--- src/design/swrsi_pkg.sv ---
// ----------------------------------------------------------------------------
// swrsi_pkg - shared types and constants of the sliding window RSI block
// Widths of the price path, running sums and divider, plus the command and
// status structs between the controller and the datapath.
// ----------------------------------------------------------------------------
package swrsi_pkg;

  // window geometry
  localparam int MAX_WINDOW = 256;
  localparam int RING_DEPTH = MAX_WINDOW - 1;
  localparam int PTR_W      = $clog2(RING_DEPTH);
  localparam int WIN_W      = 9;
  localparam int FILL_W     = $clog2(MAX_WINDOW + 1);
  localparam int EFF_W      = (FILL_W > WIN_W) ? FILL_W : WIN_W;

  // price and sum widths
  localparam int PRICE_W = 32;
  localparam int DELTA_W = PRICE_W + 1;
  localparam int SUM_W   = PRICE_W + PTR_W;

  // scaling: value = (100 * 2^16 * gain + total/2) / total
  localparam int SCALE_W = 7;
  localparam int FRAC_W  = 16;
  localparam int P_W     = SUM_W + SCALE_W;
  localparam int NUM_W   = P_W + FRAC_W;
  localparam int Q_W     = 23;
  localparam logic [Q_W-1:0] FULL_SCALE = Q_W'(6553600);

  // divider
  localparam int DIV_STEPS = Q_W;
  localparam int CNT_W     = $clog2(DIV_STEPS);

  localparam logic [WIN_W-1:0] WINDOW_RESET = WIN_W'(15);

  typedef enum logic [2:0] {
    ST_IDLE,
    ST_RD,
    ST_UPD,
    ST_PREP,
    ST_LOAD,
    ST_DIV,
    ST_DONE
  } sw_state_t;

  typedef enum logic [1:0] {
    RK_INVALID,
    RK_FULL,
    RK_ZERO,
    RK_DIVIDE
  } res_kind_t;

  typedef struct packed {
    logic accept;
    logic update;
    logic prep;
    logic load;
    logic step;
    logic out_load;
  } ctl_cmd_t;

  typedef struct packed {
    res_kind_t kind;
  } dp_stat_t;

endpackage

--- src/design/swrsi_ctrl.sv ---
// ----------------------------------------------------------------------------
// swrsi_ctrl - sequencer of the sliding window RSI block
// Walks each beat through ring read, sum update, scaling, the divider steps
// and the output register, and owns both handshakes.
// ----------------------------------------------------------------------------
module swrsi_ctrl
  import swrsi_pkg::*;
(
  input  logic     clk,
  input  logic     rst_n,
  input  logic     in_valid,
  output logic     in_ready,
  output logic     out_valid,
  input  logic     out_ready,
  input  dp_stat_t stat,
  output ctl_cmd_t cmd
);

  sw_state_t        state_r, state_nxt;
  logic [CNT_W-1:0] cnt_r, cnt_nxt;
  logic             out_valid_r, out_valid_nxt;

  // state, step count and output flag
  always_ff @(posedge clk) begin
    if (!rst_n) begin
      state_r     <= ST_IDLE;
      cnt_r       <= '0;
      out_valid_r <= 1'b0;
    end else begin
      state_r     <= state_nxt;
      cnt_r       <= cnt_nxt;
      out_valid_r <= out_valid_nxt;
    end
  end

  // next state and commands
  always_comb begin
    state_nxt     = state_r;
    cnt_nxt       = cnt_r;
    out_valid_nxt = out_valid_r && !out_ready;
    cmd           = '0;
    in_ready      = 1'b0;
    case (state_r)
      ST_IDLE: begin
        in_ready = 1'b1;
        if (in_valid) begin
          cmd.accept = 1'b1;
          state_nxt  = ST_RD;
        end
      end
      ST_RD: begin
        state_nxt = ST_UPD;
      end
      ST_UPD: begin
        cmd.update = 1'b1;
        state_nxt  = ST_PREP;
      end
      ST_PREP: begin
        cmd.prep  = 1'b1;
        state_nxt = (stat.kind == RK_DIVIDE) ? ST_LOAD : ST_DONE;
      end
      ST_LOAD: begin
        cmd.load  = 1'b1;
        cnt_nxt   = '0;
        state_nxt = ST_DIV;
      end
      ST_DIV: begin
        cmd.step = 1'b1;
        cnt_nxt  = cnt_r + 1'b1;
        if (cnt_r == CNT_W'(DIV_STEPS - 1)) begin
          state_nxt = ST_DONE;
        end
      end
      ST_DONE: begin
        // hold the result until the output register frees up
        if (!out_valid_r || out_ready) begin
          cmd.out_load  = 1'b1;
          out_valid_nxt = 1'b1;
          state_nxt     = ST_IDLE;
        end
      end
      default: begin
        state_nxt = ST_IDLE;
      end
    endcase
  end

  assign out_valid = out_valid_r;

  // an accepted beat always starts with the ring read
  a_accept_to_rd: assert property (@(posedge clk) disable iff (!rst_n)
    (in_valid && in_ready) |=> (state_r == ST_RD))
    else $error("accepted beat did not enter ring read");

  // the divider runs exactly its step count
  a_div_ends: assert property (@(posedge clk) disable iff (!rst_n)
    (state_r == ST_DIV && cnt_r == CNT_W'(DIV_STEPS - 1)) |=> (state_r == ST_DONE))
    else $error("divider overran its step count");

  // a new result appears only when leaving the done state
  a_rise_from_done: assert property (@(posedge clk) disable iff (!rst_n)
    $rose(out_valid_r) |-> $past(state_r == ST_DONE))
    else $error("output valid rose outside the done state");

  // a stalled receiver keeps the finished result waiting
  a_done_holds: assert property (@(posedge clk) disable iff (!rst_n)
    (state_r == ST_DONE && out_valid_r && !out_ready) |=> (state_r == ST_DONE))
    else $error("result overwrote an untaken beat");

endmodule

--- config.mk ---
export PLATFORM = sky130hd
export DESIGN_NAME = swrsi_ctrl
export DESIGN_NICKNAME = d
export VERILOG_FILES = /design/src/design/swrsi_pkg.sv /design/src/design/swrsi_ctrl.sv
export SDC_FILE = /design/constraint.sdc
export NUM_CORES = 1
export LEC_CHECK = 0
export CAP_MARGIN = 20
export CORE_MARGIN = 4
export CORE_UTILIZATION = 40
export CTS_CLUSTER_SIZE = 28
export DETAILED_ROUTE_END_ITERATION = 6
export DONT_BUFFER_PORTS = 1
export GPL_TIMING_DRIVEN = 0
export PLACE_DENSITY_LB_ADDON = 0.1
export SETUP_SLACK_MARGIN = 0.15
export SLEW_MARGIN = 5
export SYNTH_ARGS = -nofsm -noshare
export SYNTH_HDL_FRONTEND = slang
export SYNTH_SLANG_ARGS = --single-unit
--- constraint.sdc ---
create_clock -name clk -period 1.9 [get_ports clk]
set_input_delay 0.19 -clock clk [delete_from_list [all_inputs] [get_ports clk]]
set_output_delay 0.19 -clock clk [all_outputs]
set_load 0.05 [all_outputs]
==> impl_metrics.sql <==
INSERT INTO impl_metrics (metric_group, metric, value, unit) VALUES
('run_status', 'outcome', 'completed', ''),
('logic_synthesis', 'yosys.cell_count.top_type', 'sky130_fd_sc_hd__dfxtp_1', ''),
('logic_synthesis', 'yosys.cell_types.count', '30', ''),
('global_routing', 'initial_antenna_violation_count', '0', ''),
('die', 'fp.coreArea', '1301', 'sq um'),
('clock_tree', 'clkSlewWorstSetupHoldPaths', '60', 'ps'),
('min_path', 'class_of_the_most_critical_hold_timing_path', 'in2reg', ''),
('logic_synthesis', 'synthDominantCellAreaShare', '32.95', '%'),
('timing', 'setup_repair_after_global_routing_missed_its_margin', 'yes', ''),
('logic_synthesis', 'mappedNetlistArea', '546.8', 'sq um'),
('clock_tree', 'cts_tree', 'yes', ''),
('logic_synthesis', 'synth.yosys.seq_area_share', '32.95', '%'),
('power', 'leakage', '0.0002773', 'uW'),
('finish', 'nets', '77', ''),
('setup_path', 'criticalPathCategory', 'reg2out', ''),
('logic_synthesis', 'postSynth.topFlopCell', 'sky130_fd_sc_hd__dfxtp_1', ''),
('finish', 'final_cell_count_no_fill', '83', ''),
('logic_synthesis', 'synth-seq-cells', '9', ''),
('die', 'die_y', '44.97', 'um'),
('power', 'irDropWorstVdd', '0.6186', 'mV'),
('logic_synthesis', 'netlist.top_cell.by_area', 'sky130_fd_sc_hd__dfxtp_1', ''),
('clock_tree', 'cts_max_level', '1', ''),
('die', 'initial_utilization', '42.02', '%'),
('die', 'i_o_pin_count', '14', ''),
('setup_path', 'worst-path-max-fanout', '16', ''),
('drt', 'number_of_vias_in_the_routed_layout', '453', ''),
('drt', 'drtIter0Drc', '11', ''),
('power', 'p_per_area', '1243', 'nW/um^2'),
('drt', 'drc', '0', ''),
('timing', 'timing_max_transition_violations_final', '0', ''),
('global_routing', 'maximum_number_of_pins_on_one_net_before_global_route_repair', '17', ''),
('timing', 'achievable-frequency', '0.5556', 'GHz'),
('finish', 'syn_to_final_growth', '16.93', '%'),
('job', 'maxCapViolations', '0', ''),
('drt', 'detail_route.first_pass.iterations', '4', ''),
('power', 'post-layout-total-power', '795.0', 'uW'),
('clock_tree', 'postCtsSetupRepairBufs', '0', ''),
('timing', 'finalSetupViolations', '0', ''),
('global_routing', 'grt_pass1_vias', '395', ''),
('timing', 'hold_viol_final', '0', ''),
('logic_synthesis', 'post_synth_main_area_contributors', 'sky130_fd_sc_hd__dfxtp_1 (33%), sky130_fd_sc_hd__nand2_1 (4.8%), sky130_fd_sc_hd__ha_1 (4.6%)', ''),
('die', 'fp.dieArea', '2022', 'sq um'),
('clock_tree', 'clkSinkCount', '9', ''),
('clock_tree', 'clock_latency', '270', 'ps'),
('drt', 'routed_wl', '1109', 'um'),
('drt', 'wl_per_cell', '13.36', 'um'),
('clock_tree', 'clock_tree.root_cell', 'sky130_fd_sc_hd__clkbuf_4', ''),
('global_routing', 'grt_first_pass_wirelength', '1780', 'um'),
('timing', 'tightestPinTransition', '564.1', 'ps'),
('drt', 'drt-vias-per-instance', '5.458', ''),
('finish', 'antenna_cells_inserted', '0', ''),
('setup_path', 'worst_ep_arrival_time', '1610', 'ps'),
('global_routing', 'grt_usage', '12.25', '%'),
('logic_synthesis', 'synth.net_count', '73', ''),
('drt', 'final_ant_viol_nets', '0', ''),
('clock_tree', 'hold_buffer_count_at_cts', '0', ''),
('clock_tree', 'max_buffers_root_to_sink', '2', ''),
('logic_synthesis', 'synthesis.yosys.warnings', '0', ''),
('logic_synthesis', 'async_reset_ff_share', '0', '%'),
('setup_path', 'worst-endpoint-required', '1710', 'ps'),
('setup_path', 'end_kind', 'output port', ''),
('die', 'rows', '13', ''),
('timing', 'timing.final.crit_period', '1800', 'ps'),
('finish', 'final_core_util', '49.13', '%'),
('timing', 'final_min_period_over_clock_period', '94.73', '%'),
('logic_synthesis', 'synth_edf_count', '0', ''),
('logic_synthesis', 'syn_avg_cell_area', '8.412', 'sq um'),
('timing', 'clock-skew-final', '4.104', 'ps'),
('place', 'dpl.hpwl', '787.9', 'um'),
('place', 'finalWeightedCongestion', '0.7328', ''),
('place', 'dp.cells', '80', ''),
('logic_synthesis', 'ys_top_cells_by_count', 'sky130_fd_sc_hd__dfxtp_1 (9), sky130_fd_sc_hd__nand2_1 (7), sky130_fd_sc_hd__nand2b_1 (4)', ''),
('die', 'die_w', '44.97', 'um'),
('timing', 'worst_slew_margin_rel', '62.27', '%'),
('place', 'count_of_input_and_output_buffers', '0', ''),
('clock_tree', 'cts_made_buffers', '3', ''),
('timing', 'tns', '0', 'ps'),
('setup_path', 'timing.critical_path.from_type', 'flop', ''),
('finish', 'post_route_cells_drive_above_1_share', '19.12', '%'),
('global_routing', 'global_route.overflow_total', '0', ''),
('logic_synthesis', 'postSynthCellCount', '65', '');
-- cell usage in the layout (no fill, tap or decap), drive strengths merged, types with 4 or more instances in the layout --
cell | synthesis | final
nand2b | 4 | 4
clkbuf | 1 | 5
nand2 | 7 | 7
dfxtp | 9 | 9
-- flip-flops by register name (all words and copies together) (netlist names) --
register and count:
cnt_r 5, out_valid 1, state_r 3
-- final cells by class --
| class | count | area [sq um] |
|---|---|---|
| tap | 15 | 18.77 |
| sequential | 9 | 180.2 |
| fill | 149 | 661.9 |
| inverter | 2 | 7.507 |
| clock buffer | 4 | 26.28 |
| multi-input combinational | 49 | 375.4 |
| buffer | 4 | 31.28 |
-- worst max-delay path, cell delays in order, from the launching register on --
cell                      delay (ps)
sky130_fd_sc_hd__dfxtp_1         310
sky130_fd_sc_hd__buf_6           170
sky130_fd_sc_hd__nor3_4          520
sky130_fd_sc_hd__and2_4          340
-- power by group --
| part | total [uW] | internal [uW] | switching, uW |
|---|---|---|---|
| Sequential | 227 | 211 | 15.9 |
| Clock | 156 | 81.4 | 74.3 |
| Combinational | 413 | 129 | 284 |
-- through the flow --
stage | hold slack, ps | cell area [sq um] | setup WS (ps)
after floorplan | 352.1 | 556.8 | -41.36
after global placement | 365.5 | 575.6 | -115.2
after detailed placement | 362.9 | 580.6 | -121.4
after CTS | 74.24 | 621.8 | 47.15
after global routing | 107.5 | 639.4 | 49.39
final | 78.68 | 639.4 | 100.1
-- routing by layer --
layer | up-vias | global-route usage (%) | part of all wire, %
met4 | 0 | 3.509 | 0.54
met2 | 8 | 16.67 | 45
met3 | 2 | 5.976 | 6.4
met1 | 212 | 16.95 | 48
met5 | - | 0 | 0
li1 | 231 | - | -
-- repair_timing --
item | in CTS | in global routing
resized for setup | 6 | 4
endpoints found under the setup margin | 6 | 4
pin swaps | 2 | 2
-- cells by family after synthesis --
| family | count (synthesis) | synth area share [%] |
|---|---|---|
| adder cells (fa/ha/maj) | 2 | 4.576 |
| XOR/XNOR | 1 | 1.602 |
| multiplexers | 1 | 1.831 |
| flip-flops | 9 | 32.95 |
| AND/OR/NAND/NOR | 32 | 35.93 |
| buffers and inverters | 7 | 6.864 |
| AO/OA/AOI/OAI | 13 | 16.25 |
-- path summary, 6_finish.rpt --
check | startpoint | end | slack, ps | cells after the start
worst max-delay path | state_r[0] | cmd[5] | 100 | 3
worst min-delay path | rst_n | cnt_r[4] | 80 | 2
worst max register to register | out_valid | state_r[1] | 500 | 3
worst min register to register | cnt_r[4] | cnt_r[4] | 500 | 2
(Power assumes the default switching activity.)
